$ cat src/rtl/core/ngga_pkg.sv
// Shared types, codes and lookup functions for the GGA sentence parser.
// No dependencies; imported by every module of the block.
package ngga_pkg;

  typedef enum logic [2:0] {
    PH_WAIT,
    PH_HEAD,
    PH_FIELDS,
    PH_CK_HI,
    PH_CK_LO,
    PH_CK_LO_BAD
  } phase_t;

  localparam logic [1:0] ST_VALID      = 2'd0;
  localparam logic [1:0] ST_BAD_HEADER = 2'd1;
  localparam logic [1:0] ST_BAD_CKSUM  = 2'd2;

  localparam logic [3:0] FLD_HEADER    = 4'd0;
  localparam logic [3:0] FLD_TIME      = 4'd1;
  localparam logic [3:0] FLD_LAT       = 4'd2;
  localparam logic [3:0] FLD_LAT_DIR   = 4'd3;
  localparam logic [3:0] FLD_LON       = 4'd4;
  localparam logic [3:0] FLD_LON_DIR   = 4'd5;
  localparam logic [3:0] FLD_QUALITY   = 4'd6;
  localparam logic [3:0] FLD_SATS      = 4'd7;
  localparam logic [3:0] FLD_HDOP      = 4'd8;
  localparam logic [3:0] FLD_ALT       = 4'd9;
  localparam logic [3:0] FLD_ALT_UNIT  = 4'd10;
  localparam logic [3:0] FLD_GEOID     = 4'd11;
  localparam logic [3:0] FLD_GEO_UNIT  = 4'd12;
  localparam logic [3:0] FLD_AGE       = 4'd13;
  localparam logic [3:0] FLD_STATION   = 4'd14;
  localparam logic [3:0] FLD_EXTRA     = 4'd15;

  localparam int unsigned NUM_FIELDS = 14;
  localparam int unsigned ACC_W      = 30;
  localparam int unsigned VAL_W      = 44;
  localparam logic [ACC_W-1:0] ACC_LIMIT = 30'd100000000;

  localparam logic [7:0] CH_DOLLAR = 8'h24;
  localparam logic [7:0] CH_COMMA  = 8'h2C;
  localparam logic [7:0] CH_STAR   = 8'h2A;
  localparam logic [7:0] CH_DOT    = 8'h2E;
  localparam logic [7:0] CH_MINUS  = 8'h2D;
  localparam logic [7:0] CH_N      = 8'h4E;
  localparam logic [7:0] CH_S      = 8'h53;
  localparam logic [7:0] CH_E      = 8'h45;
  localparam logic [7:0] CH_W      = 8'h57;
  localparam logic [7:0] CH_M      = 8'h4D;

  // One received character together with its classification.
  typedef struct packed {
    logic [7:0] ch;
    logic       is_dollar;
    logic       is_comma;
    logic       is_star;
    logic       is_dot;
    logic       is_minus;
    logic       is_digit;
    logic       hex_ok;
    logic [3:0] nib;
  } byte_info_t;

  function automatic logic [7:0] hdr_char(input logic [2:0] idx);
    case (idx)
      3'd0:    hdr_char = 8'h47;
      3'd1:    hdr_char = 8'h50;
      3'd2:    hdr_char = 8'h47;
      3'd3:    hdr_char = 8'h47;
      3'd4:    hdr_char = 8'h41;
      default: hdr_char = 8'h00;
    endcase
  endfunction

  function automatic logic [3:0] flag_bit(input logic [3:0] k);
    case (k)
      FLD_TIME:     flag_bit = 4'd0;
      FLD_LAT:      flag_bit = 4'd1;
      FLD_LAT_DIR:  flag_bit = 4'd2;
      FLD_LON:      flag_bit = 4'd3;
      FLD_LON_DIR:  flag_bit = 4'd4;
      FLD_QUALITY:  flag_bit = 4'd7;
      FLD_SATS:     flag_bit = 4'd8;
      FLD_HDOP:     flag_bit = 4'd9;
      FLD_ALT:      flag_bit = 4'd5;
      FLD_ALT_UNIT: flag_bit = 4'd6;
      FLD_GEOID:    flag_bit = 4'd10;
      FLD_GEO_UNIT: flag_bit = 4'd11;
      FLD_AGE:      flag_bit = 4'd12;
      FLD_STATION:  flag_bit = 4'd13;
      default:      flag_bit = 4'd0;
    endcase
  endfunction

  function automatic logic [2:0] frac_lim(input logic [3:0] k);
    case (k)
      FLD_LAT, FLD_LON:   frac_lim = 3'd4;
      FLD_HDOP, FLD_AGE:  frac_lim = 3'd2;
      FLD_ALT, FLD_GEOID: frac_lim = 3'd1;
      default:            frac_lim = 3'd0;
    endcase
  endfunction

  function automatic logic is_indicator(input logic [3:0] k);
    is_indicator = (k == FLD_LAT_DIR) || (k == FLD_LON_DIR) ||
                   (k == FLD_ALT_UNIT) || (k == FLD_GEO_UNIT);
  endfunction

  function automatic logic [13:0] pow10(input logic [2:0] n);
    case (n)
      3'd0:    pow10 = 14'd1;
      3'd1:    pow10 = 14'd10;
      3'd2:    pow10 = 14'd100;
      3'd3:    pow10 = 14'd1000;
      3'd4:    pow10 = 14'd10000;
      default: pow10 = 14'd1;
    endcase
  endfunction

endpackage

$ cat src/rtl/core/ngga_front.sv
// Front end: classifies each received character and queues it.
// Depends on ngga_pkg (byte_info_t).
module ngga_front
  import ngga_pkg::*;
(
  input  logic       clk,
  input  logic       rst_n,
  input  logic       in_valid,
  output logic       in_ready,
  input  logic [7:0] in_byte,
  output logic       deq_valid,
  input  logic       deq_ready,
  output byte_info_t deq_info
);

  byte_info_t slots_r [2];
  logic       wr_ptr_r, wr_ptr_nxt;
  logic       rd_ptr_r, rd_ptr_nxt;
  logic [1:0] count_r, count_nxt;
  logic       push, pop;
  byte_info_t info_in;

  always_comb begin
    info_in           = '0;
    info_in.ch        = in_byte;
    info_in.is_dollar = (in_byte == CH_DOLLAR);
    info_in.is_comma  = (in_byte == CH_COMMA);
    info_in.is_star   = (in_byte == CH_STAR);
    info_in.is_dot    = (in_byte == CH_DOT);
    info_in.is_minus  = (in_byte == CH_MINUS);
    info_in.is_digit  = (in_byte >= 8'h30) && (in_byte <= 8'h39);
    if (info_in.is_digit) begin
      info_in.hex_ok = 1'b1;
      info_in.nib    = in_byte[3:0];
    end else if ((in_byte >= 8'h41 && in_byte <= 8'h46) ||
                 (in_byte >= 8'h61 && in_byte <= 8'h66)) begin
      info_in.hex_ok = 1'b1;
      info_in.nib    = 4'(in_byte[2:0] + 3'd1) + 4'd8;
    end
  end

  assign in_ready  = (count_r != 2'd2);
  assign deq_valid = (count_r != 2'd0);
  assign deq_info  = slots_r[rd_ptr_r];
  assign push      = in_valid && in_ready;
  assign pop       = deq_valid && deq_ready;

  always_comb begin
    wr_ptr_nxt = push ? ~wr_ptr_r : wr_ptr_r;
    rd_ptr_nxt = pop ? ~rd_ptr_r : rd_ptr_r;
    count_nxt  = count_r + 2'(push) - 2'(pop);
  end

  always_ff @(posedge clk) begin
    if (!rst_n) begin
      wr_ptr_r <= 1'b0;
      rd_ptr_r <= 1'b0;
      count_r  <= 2'd0;
    end else begin
      wr_ptr_r <= wr_ptr_nxt;
      rd_ptr_r <= rd_ptr_nxt;
      count_r  <= count_nxt;
    end
  end

  always_ff @(posedge clk) begin
    if (push) begin
      slots_r[wr_ptr_r] <= info_in;
    end
  end

endmodule

$ cat src/rtl/core/ngga_back.sv
// Back end: sentence state machine, field conversion and the record register.
// Depends on ngga_pkg (phase_t, byte_info_t, field codes, lookup functions).
module ngga_back
  import ngga_pkg::*;
(
  input  logic               clk,
  input  logic               rst_n,
  input  logic               deq_valid,
  output logic               deq_ready,
  input  byte_info_t         deq_info,
  output logic               out_valid,
  input  logic               out_ready,
  output logic [1:0]         out_frame_status,
  output logic [27:0]        out_field_flags,
  output logic [19:0]        out_utc_hhmmss,
  output logic signed [27:0] out_latitude_value,
  output logic signed [30:0] out_longitude_value,
  output logic [3:0]         out_fix_quality,
  output logic [3:0]         out_satellites_used,
  output logic [16:0]        out_hdop_hundredths,
  output logic signed [20:0] out_altitude_tenths,
  output logic signed [20:0] out_geoid_tenths,
  output logic [16:0]        out_dgps_age_hundredths,
  output logic [9:0]         out_station_id
);

  phase_t           phase_r, phase_nxt;
  logic [7:0]       xor_r, xor_nxt;
  logic [3:0]       fn_r, fn_nxt;
  logic [3:0]       chars_r, chars_nxt;
  logic             hdr_ok_r, hdr_ok_nxt;
  logic [ACC_W-1:0] acc_r, acc_nxt;
  logic [3:0]       dot_r, dot_nxt;
  logic [2:0]       frac_r, frac_nxt;
  logic             neg_r, neg_nxt;
  logic             bad_r, bad_nxt;
  logic [3:0]       ck_hi_r, ck_hi_nxt;
  logic [27:0]      flags_r, flags_nxt;
  logic [19:0]      utc_r, utc_nxt;
  logic [27:0]      lat_r, lat_nxt;
  logic [30:0]      lon_r, lon_nxt;
  logic [3:0]       qual_r, qual_nxt;
  logic [3:0]       sats_r, sats_nxt;
  logic [16:0]      hdop_r, hdop_nxt;
  logic [20:0]      alt_r, alt_nxt;
  logic [20:0]      geoid_r, geoid_nxt;
  logic [16:0]      age_r, age_nxt;
  logic [9:0]       stn_r, stn_nxt;
  logic             out_valid_r, out_valid_nxt;
  logic             emit;
  logic [1:0]       status;

  // Finalization of the current field, from registered state only.
  logic [2:0]       lim, have;
  logic [VAL_W-1:0] v, neg_v;
  logic             fin_ok;
  logic [3:0]       fbit;
  logic [27:0]      fin_mask, empty_mask;
  logic [ACC_W-1:0] acc_push;
  logic [2:0]       frac_inc;
  logic             take, final_byte, can_emit, fld_active;

  always_comb begin
    lim   = frac_lim(fn_r);
    have  = (frac_r < lim) ? frac_r : lim;
    v     = VAL_W'(acc_r) * VAL_W'(pow10(lim - have));
    neg_v = VAL_W'(0) - v;
    fbit  = flag_bit(fn_r);
    case (fn_r)
      FLD_TIME:    fin_ok = !bad_r && chars_r <= 4'd10 && dot_r == 4'd7;
      FLD_LAT:     fin_ok = !bad_r && chars_r <= 4'd9 && dot_r == 4'd5;
      FLD_LON:     fin_ok = !bad_r && chars_r <= 4'd10 && dot_r == 4'd6;
      FLD_LAT_DIR: fin_ok = chars_r == 4'd1 &&
                            (v == VAL_W'(CH_N) || v == VAL_W'(CH_S));
      FLD_LON_DIR: fin_ok = chars_r == 4'd1 &&
                            (v == VAL_W'(CH_E) || v == VAL_W'(CH_W));
      FLD_ALT_UNIT, FLD_GEO_UNIT: fin_ok = chars_r == 4'd1 && v == VAL_W'(CH_M);
      FLD_QUALITY: fin_ok = !bad_r && chars_r == 4'd1 && dot_r == 4'd0 &&
                            v <= VAL_W'(8);
      FLD_SATS:    fin_ok = !bad_r && chars_r <= 4'd2 && dot_r == 4'd0 &&
                            v <= VAL_W'(12);
      FLD_HDOP, FLD_AGE: fin_ok = !bad_r && v <= VAL_W'(99999);
      FLD_ALT, FLD_GEOID: fin_ok = !bad_r && v <= VAL_W'(999999);
      default:     fin_ok = !bad_r && chars_r == 4'd4 && dot_r == 4'd0 &&
                            v <= VAL_W'(1023);
    endcase
    if (chars_r == 4'd0) begin
      fin_mask = 28'd1 << fbit;
    end else if (!fin_ok) begin
      fin_mask = 28'd1 << (5'(fbit) + 5'd14);
    end else begin
      fin_mask = '0;
    end
    empty_mask = '0;
    for (int k = 1; k <= NUM_FIELDS; k++) begin
      if (fn_r < 4'(k)) begin
        empty_mask = empty_mask | (28'd1 << flag_bit(4'(k)));
      end
    end
    acc_push = (acc_r << 3) + (acc_r << 1) + ACC_W'(deq_info.nib);
    frac_inc = (frac_r < 3'd7) ? frac_r + 3'd1 : frac_r;
  end

  assign final_byte = (phase_r == PH_CK_LO || phase_r == PH_CK_LO_BAD) &&
                      !deq_info.is_dollar;
  assign can_emit   = !out_valid_r || out_ready;
  assign deq_ready  = !final_byte || can_emit;
  assign take       = deq_valid && deq_ready;
  assign fld_active = (fn_r >= FLD_TIME) && (fn_r <= FLD_STATION);

  always_comb begin
    phase_nxt = phase_r;   xor_nxt   = xor_r;    fn_nxt    = fn_r;
    chars_nxt = chars_r;   hdr_ok_nxt = hdr_ok_r; acc_nxt  = acc_r;
    dot_nxt   = dot_r;     frac_nxt  = frac_r;   neg_nxt   = neg_r;
    bad_nxt   = bad_r;     ck_hi_nxt = ck_hi_r;  flags_nxt = flags_r;
    utc_nxt   = utc_r;     lat_nxt   = lat_r;    lon_nxt   = lon_r;
    qual_nxt  = qual_r;    sats_nxt  = sats_r;   hdop_nxt  = hdop_r;
    alt_nxt   = alt_r;     geoid_nxt = geoid_r;  age_nxt   = age_r;
    stn_nxt   = stn_r;
    emit      = 1'b0;
    status    = ST_VALID;
    out_valid_nxt = out_valid_r && !out_ready;

    if (take) begin
      if (deq_info.is_dollar) begin
        phase_nxt = PH_HEAD;  xor_nxt = '0;   fn_nxt = FLD_HEADER;
        hdr_ok_nxt = 1'b1;    ck_hi_nxt = '0; flags_nxt = '0;
        chars_nxt = '0; acc_nxt = '0; dot_nxt = '0; frac_nxt = '0;
        neg_nxt = 1'b0; bad_nxt = 1'b0;
        utc_nxt = '0; lat_nxt = '0; lon_nxt = '0; qual_nxt = '0; sats_nxt = '0;
        hdop_nxt = '0; alt_nxt = '0; geoid_nxt = '0; age_nxt = '0; stn_nxt = '0;
      end else begin
        case (phase_r)
          PH_HEAD: begin
            if (deq_info.is_comma) begin
              xor_nxt = xor_r ^ deq_info.ch;
              if (chars_r != 4'd5) hdr_ok_nxt = 1'b0;
              phase_nxt = PH_FIELDS;
              fn_nxt = FLD_TIME;
              chars_nxt = '0; acc_nxt = '0; dot_nxt = '0; frac_nxt = '0;
              neg_nxt = 1'b0; bad_nxt = 1'b0;
            end else if (deq_info.is_star) begin
              hdr_ok_nxt = 1'b0;
              phase_nxt = PH_CK_HI;
            end else begin
              xor_nxt = xor_r ^ deq_info.ch;
              if (chars_r >= 4'd5 || deq_info.ch != hdr_char(chars_r[2:0])) begin
                hdr_ok_nxt = 1'b0;
              end
              if (chars_r != 4'd15) chars_nxt = chars_r + 4'd1;
            end
          end
          PH_FIELDS: begin
            if (deq_info.is_comma || deq_info.is_star) begin
              if (deq_info.is_comma) begin
                xor_nxt = xor_r ^ deq_info.ch;
              end
              if (deq_info.is_comma && fn_r == FLD_STATION) begin
                // A fifteenth field: station is judged malformed outright.
                flags_nxt = flags_r | (28'd1 << (5'(flag_bit(FLD_STATION)) + 5'd14));
                stn_nxt = '0;
              end else if (fld_active) begin
                flags_nxt = flags_r | fin_mask;
                if (chars_r != 4'd0 && fin_ok) begin
                  case (fn_r)
                    FLD_TIME:    utc_nxt = v[19:0];
                    FLD_LAT:     lat_nxt = v[27:0];
                    FLD_LON:     lon_nxt = v[30:0];
                    FLD_LAT_DIR: if (v == VAL_W'(CH_S)) lat_nxt = 28'd0 - lat_r;
                    FLD_LON_DIR: if (v == VAL_W'(CH_W)) lon_nxt = 31'd0 - lon_r;
                    FLD_QUALITY: qual_nxt = v[3:0];
                    FLD_SATS:    sats_nxt = v[3:0];
                    FLD_HDOP:    hdop_nxt = v[16:0];
                    FLD_ALT:     alt_nxt = neg_r ? neg_v[20:0] : v[20:0];
                    FLD_GEOID:   geoid_nxt = neg_r ? neg_v[20:0] : v[20:0];
                    FLD_AGE:     age_nxt = v[16:0];
                    FLD_STATION: stn_nxt = v[9:0];
                    default: ;
                  endcase
                end
              end
              if (deq_info.is_comma) begin
                if (fn_r != FLD_EXTRA) fn_nxt = fn_r + 4'd1;
                chars_nxt = '0; acc_nxt = '0; dot_nxt = '0; frac_nxt = '0;
                neg_nxt = 1'b0; bad_nxt = 1'b0;
              end else begin
                // Fields that never arrived are flagged empty.
                flags_nxt = flags_r | fin_mask | empty_mask;
                if (!fld_active) flags_nxt = flags_r;
                phase_nxt = PH_CK_HI;
              end
            end else begin
              xor_nxt = xor_r ^ deq_info.ch;
              if (fld_active) begin
                if (is_indicator(fn_r)) begin
                  if (chars_r == 4'd0) acc_nxt = ACC_W'(deq_info.ch);
                end else if (deq_info.is_digit) begin
                  if (dot_r != 4'd0) begin
                    frac_nxt = frac_inc;
                    if (frac_inc <= lim) begin
                      if (acc_r >= ACC_LIMIT) bad_nxt = 1'b1;
                      else acc_nxt = acc_push;
                    end
                  end else begin
                    if (acc_r >= ACC_LIMIT) bad_nxt = 1'b1;
                    else acc_nxt = acc_push;
                  end
                end else if (deq_info.is_dot) begin
                  if (dot_r != 4'd0) bad_nxt = 1'b1;
                  else dot_nxt = (chars_r != 4'd15) ? chars_r + 4'd1 : 4'd15;
                end else if (deq_info.is_minus) begin
                  if ((fn_r == FLD_ALT || fn_r == FLD_GEOID) && chars_r == 4'd0) begin
                    neg_nxt = 1'b1;
                  end else begin
                    bad_nxt = 1'b1;
                  end
                end else begin
                  bad_nxt = 1'b1;
                end
                if (chars_r != 4'd15) chars_nxt = chars_r + 4'd1;
              end
            end
          end
          PH_CK_HI: begin
            if (deq_info.hex_ok) begin
              ck_hi_nxt = deq_info.nib;
              phase_nxt = PH_CK_LO;
            end else begin
              phase_nxt = PH_CK_LO_BAD;
            end
          end
          PH_CK_LO, PH_CK_LO_BAD: begin
            if (!hdr_ok_r) begin
              status = ST_BAD_HEADER;
            end else if (phase_r == PH_CK_LO_BAD || !deq_info.hex_ok ||
                         {ck_hi_r, deq_info.nib} != xor_r) begin
              status = ST_BAD_CKSUM;
            end else begin
              status = ST_VALID;
            end
            emit = 1'b1;
            out_valid_nxt = 1'b1;
            phase_nxt = PH_WAIT;
          end
          default: phase_nxt = PH_WAIT;
        endcase
      end
    end
  end

  always_ff @(posedge clk) begin
    if (!rst_n) begin
      phase_r <= PH_WAIT;  xor_r <= '0;  fn_r <= FLD_HEADER; chars_r <= '0;
      hdr_ok_r <= 1'b1;    acc_r <= '0;  dot_r <= '0;  frac_r <= '0;
      neg_r <= 1'b0;       bad_r <= 1'b0; ck_hi_r <= '0; flags_r <= '0;
      utc_r <= '0; lat_r <= '0; lon_r <= '0; qual_r <= '0; sats_r <= '0;
      hdop_r <= '0; alt_r <= '0; geoid_r <= '0; age_r <= '0; stn_r <= '0;
      out_valid_r <= 1'b0;
    end else begin
      phase_r <= phase_nxt;  xor_r <= xor_nxt;  fn_r <= fn_nxt;
      chars_r <= chars_nxt;  hdr_ok_r <= hdr_ok_nxt; acc_r <= acc_nxt;
      dot_r <= dot_nxt;      frac_r <= frac_nxt; neg_r <= neg_nxt;
      bad_r <= bad_nxt;      ck_hi_r <= ck_hi_nxt; flags_r <= flags_nxt;
      utc_r <= utc_nxt; lat_r <= lat_nxt; lon_r <= lon_nxt; qual_r <= qual_nxt;
      sats_r <= sats_nxt; hdop_r <= hdop_nxt; alt_r <= alt_nxt;
      geoid_r <= geoid_nxt; age_r <= age_nxt; stn_r <= stn_nxt;
      out_valid_r <= out_valid_nxt;
    end
  end

  // Record register; a failed frame reports all zeros.
  always_ff @(posedge clk) begin
    if (emit) begin
      out_frame_status        <= status;
      out_field_flags         <= (status == ST_VALID) ? flags_r : '0;
      out_utc_hhmmss          <= (status == ST_VALID) ? utc_r : '0;
      out_latitude_value      <= (status == ST_VALID) ? lat_r : '0;
      out_longitude_value     <= (status == ST_VALID) ? lon_r : '0;
      out_fix_quality         <= (status == ST_VALID) ? qual_r : '0;
      out_satellites_used     <= (status == ST_VALID) ? sats_r : '0;
      out_hdop_hundredths     <= (status == ST_VALID) ? hdop_r : '0;
      out_altitude_tenths     <= (status == ST_VALID) ? alt_r : '0;
      out_geoid_tenths        <= (status == ST_VALID) ? geoid_r : '0;
      out_dgps_age_hundredths <= (status == ST_VALID) ? age_r : '0;
      out_station_id          <= (status == ST_VALID) ? stn_r : '0;
    end
  end

  assign out_valid = out_valid_r;

endmodule

$ cat src/rtl/core/nmea_gga_sentence_parser_core.sv
// Top level of the NMEA-0183 GGA sentence parser.
// Depends on ngga_pkg, ngga_front and ngga_back.
//
// Usage: characters of a sentence arrive one per request on the in_ channel
// (in_valid/in_ready, payload in_byte). A '$' starts a sentence at any point;
// bytes outside a sentence are dropped. After the second checksum digit that
// follows '*', one record request is presented on the out_ channel
// (out_valid/out_ready) with the frame status, empty and malformed flags for
// the fourteen fields and the converted fixed-point values.
// Throughput is one character per cycle unless the parser stalls (below).
// The front queue (two entries) takes a character whenever it has room; the
// back parser consumes one per cycle when not stalled. out_valid rises once
// the final checksum digit has passed the queue slot and the parser has
// set the record register.
// When the receiver stalls, the record register holds its request and the
// parser keeps consuming characters; only the last checksum digit of the
// next sentence waits until the record register is free; meanwhile the
// queue fills and in_ready drops.
// Reset (rst_n low, synchronous) empties the queue, drops any record in
// flight and makes the parser wait for a '$'.
module nmea_gga_sentence_parser_core
  import ngga_pkg::*;
(
  input  logic               clk,
  input  logic               rst_n,
  input  logic               in_valid,
  output logic               in_ready,
  input  logic [7:0]         in_byte,
  output logic               out_valid,
  input  logic               out_ready,
  output logic [1:0]         out_frame_status,
  output logic [27:0]        out_field_flags,
  output logic [19:0]        out_utc_hhmmss,
  output logic signed [27:0] out_latitude_value,
  output logic signed [30:0] out_longitude_value,
  output logic [3:0]         out_fix_quality,
  output logic [3:0]         out_satellites_used,
  output logic [16:0]        out_hdop_hundredths,
  output logic signed [20:0] out_altitude_tenths,
  output logic signed [20:0] out_geoid_tenths,
  output logic [16:0]        out_dgps_age_hundredths,
  output logic [9:0]         out_station_id
);

  // Classified characters travel from the front queue to the parser.
  logic       deq_valid;
  logic       deq_ready;
  byte_info_t deq_info;

  ngga_front u_front (
    .clk       (clk),
    .rst_n     (rst_n),
    .in_valid  (in_valid),
    .in_ready  (in_ready),
    .in_byte   (in_byte),
    .deq_valid (deq_valid),
    .deq_ready (deq_ready),
    .deq_info  (deq_info)
  );

  ngga_back u_back (
    .clk                     (clk),
    .rst_n                   (rst_n),
    .deq_valid               (deq_valid),
    .deq_ready               (deq_ready),
    .deq_info                (deq_info),
    .out_valid               (out_valid),
    .out_ready               (out_ready),
    .out_frame_status        (out_frame_status),
    .out_field_flags         (out_field_flags),
    .out_utc_hhmmss          (out_utc_hhmmss),
    .out_latitude_value      (out_latitude_value),
    .out_longitude_value     (out_longitude_value),
    .out_fix_quality         (out_fix_quality),
    .out_satellites_used     (out_satellites_used),
    .out_hdop_hundredths     (out_hdop_hundredths),
    .out_altitude_tenths     (out_altitude_tenths),
    .out_geoid_tenths        (out_geoid_tenths),
    .out_dgps_age_hundredths (out_dgps_age_hundredths),
    .out_station_id          (out_station_id)
  );

endmodule

$ cat config.mk
export PLATFORM = sky130hd
export DESIGN_NAME = nmea_gga_sentence_parser_core
export DESIGN_NICKNAME = d
export VERILOG_FILES = /design/src/rtl/core/ngga_pkg.sv /design/src/rtl/core/ngga_front.sv /design/src/rtl/core/ngga_back.sv /design/src/rtl/core/nmea_gga_sentence_parser_core.sv
export SDC_FILE = /design/constraint.sdc
export NUM_CORES = 2
export LEC_CHECK = 0
export BUFFER_PORTS_ARGS = -buffer_cell sky130_fd_sc_hd__buf_2
export CORE_ASPECT_RATIO = 1.25
export CORE_MARGIN = 3
export CORE_UTILIZATION = 61
export DETAILED_ROUTE_END_ITERATION = 8
export MAX_ROUTING_LAYER = met4
export PLACE_DENSITY = 0.81
export SLEW_MARGIN = 5
export SYNTH_ARGS = -nofsm -noshare
export SYNTH_HDL_FRONTEND = slang
export SYNTH_SLANG_ARGS = --single-unit
$ cat constraint.sdc
create_clock -name clk -period 21.4 [get_ports clk]
set_input_delay 2.14 -clock clk [delete_from_list [all_inputs] [get_ports clk]]
set_output_delay 2.14 -clock clk [all_outputs]
set_load 0.01 [all_outputs]
==> results.md <==
* Layout cell share with drive strength beyond 1 at 0.1038
* Vias at 29450
* Slew HR at 0.1246
* Final nets at 4486
* Dpl hpwl at 73.70 mm
* Crit path top cell by count: fa_1
* Post-Synthesis Cells at 3873
* Clk buf depth at 3
* Unique masters post-synth at 102
* Clk pin slew, worst setup/hold paths at 70 ps
* Post-synth ARST share at 0
* Tcrit/Tclk final at 0.6531
* Sequential share of power at 0.474
* Status: finished clean
* Syn avg cell area at 9.590 µm²
* Slew Limit Fails at 0
* First-pass detailed-route iteration total at 6
* Initial antenna violation count at 1
* Setup CP Type: register to register
* Final Setup Violations at 0
* Fin Hold WS at 450.7 ps
* GRT Overall Usage at 0.3165
* DP Area at 38690 µm²
* Synth-to-layout area growth at 8.341%
* GRT overflow at 0
* Pwr/cell area at 56.72 nW/µm²
* Setup_tns at 0 ps
* Final hold viol count at 0
* Worst slack at placement at 8047 ps
* Vias in the first global route at 28590
* Final RePlAce weighted congestion at 0.9877
* Starting Density at 0.6197
* Routed Antenna Nets at 0
* RSZ-0062 raised after global routing: no
* Setup slack, reg-to-reg at 7420 ps
* Iter 0 DRT Violations at 2532
* Finished Cell Area at 40240 µm²
* Largest net degree at the start of global routing at 163
* Minimum clock period at 13980 ps
* Most frequent cells in the layout: inv_1, nand2_1, fa_1, dfxtp_1, edfxtp_1
* Crit path DAT at 14500 ps
* Gate power share at 0.157
* Post-synth EDFFs at 241
* CP max FO at 44
* Leakage power at 16.67 nW
* GR peak layer: met2
* GRT met2 Usage at 0.5273
* Core area at 59930 µm²
* Top FF cell, synth: dfxtp_1
* Critical Path End Type: register
* Int Pwr at 1.635 mW
* Most common cell after layout, fill and taps aside: inv_1
* Placed insts at 4695
* Hold Crit Class: register to register
* Seq/Total Area, Yosys at 0.3425
* Switching share of power at 0.2838
* Vias/cell at 6.159
* Fin util at 0.6714
* Buffers added on ports at 216
* Routed wire length per instance at 20.69 µm
* Syn. warnings at 0
* Buffer count from post-CTS setup fixing at 0
* Grt met1 use at 0.3958
* Startpoint Class: register
* Maxcap violations at 0
* CP max stage delay at 990 ps
* Worst path buffer plus inverter count at 3
* Crit path max-delay family: adder cells
* Top area cells in the synthesized netlist: edfxtp_1, fa_1, dfxtp_1
* CTS HTree Levels at 2
* Worst EP required at 21920 ps
* Syn nets at 4381
* Clock Power Share at 0.369
* Clock sinks at 515
* TritonCTS clock tree: built
* Full die area at 63900 µm²
* # resized after CTS at 0
* Clk_lat worst skew at 600 ps
* Post-route setup slack at 7423 ps
* FF+latch count, synth at 515
* Drt total wl at 98.92 mm
* CTS Hold Bufs at 0
* Mapped Area at 37140 µm²
* Die span in y at 281.9 µm
* Max Freq at 71.55 MHz
* Core Rows at 100
* Power Total at 2.282 mW
* Crit-path slowest cell: nor2_1
* Actual slew at the worst max-slew pin at 1308 ps
* Die X at 226.7 µm
* Cell taking the most area after synthesis: edfxtp_1
* GR Util met3 at 0.03343
* DR DRC count at 0
* TritonCTS buffer count at 46
* Clk root buf: clkbuf_16
* Skew final at 53.82 ps
* Ant diodes at 0
* Psw at 0.6477 mW
* Finished Layout Cells at 4781
* Yosys top cell area share at 0.1949
* Worst VDD drop at 0.00006683 V
* First-pass GRT wire length at 156.6 mm
* Boundary Pins at 217
## worst paths after layout
path                      start                  to  depth (start not counted)
max              u_back.fn_r[1]     u_back.alt_r[4]                         37
min          u_back.flags_r[21]  u_back.flags_r[21]                          2
max reg2reg      u_back.fn_r[1]     u_back.alt_r[4]                         37
min reg2reg  u_back.flags_r[21]  u_back.flags_r[21]                          2
## cell families (layout without fill, tap and decap cells)
kind of cell / Yosys count / in the layout / share of synthesized area
simple gates: 1349 / 1349 / 0.1888
compound gates: 779 / 779 / 0.1439
buf+inv: 565 / 708 / 0.05922
flops: 515 / 515 / 0.3425
fa+ha+maj: 497 / 497 / 0.2238
xor+xnor: 134 / 134 / 0.03200
mux: 34 / 34 / 0.009837
## synthesized netlist by cell type, types with 33 or more instances
cell      instances
inv_1           369
nand2_1         331
fa_1            279
dfxtp_1         274
edfxtp_1        241
nor2_1          231
ha_1            217
nor2b_1         217
o21ai_0         204
a21oi_1         148
clkbuf_1        148
and2_1          124
nand3_1         100
a22o_1           86
xor2_1           74
and3_1           65
nor3_1           61
xnor2_1          58
buf_2            33
or2_2            33
## routing by layer
layer	up-vias	wire length (µm)
met5	-	0
met4	0	4537
met3	302	6986
met2	1347	48230
met1	14200	39160
li1	13600	-
## worst min-delay path, delay by kind of cell, from the launching register on
kind               cells  cell delay, ps
AOI/OAI and AO/OA      1              50
DFF                    1             320
and+or+nand+nor        1              40
## flip-flops by register name (all words and copies together), names as in the netlist, 21 cells and up, named ones only
name and count:
u_back.out_altitude_tenths 21, u_back.out_geoid_tenths 21, u_front.slots_r 38, u_back.lat_r 28
u_back.geoid_r 21, u_back.lon_r 31, u_back.out_latitude_value 28, u_back.out_longitude_value 31
u_back.flags_r 28, u_back.acc_r 30, u_back.alt_r 21, u_back.out_field_flags 28
## power groups by stage
stage	logic [mW]	registers [mW]	clock network [mW]
6_report	0.359	1.08	0.842
5_1_grt	0.391	1.08	0.886
4_1_cts	0.352	1.08	0.847
3_5_place_dp	0.348	1.10	0
3_3_place_gp	0.342	1.10	0
2_1_floorplan	0.251	1.09	0
## area by class of cell
cell class | count | area, µm²
sequential | 515 | 12720
multi-input combinational | 2793 | 22260
clock inverter | 29 | 305.3
timing repair buffer | 252 | 1364
tap | 765 | 957.2
inverter | 370 | 1389
fill | 4672 | 19690
clock buffer | 57 | 1242
No activity file was read; power rests on OpenSTA's default activity.
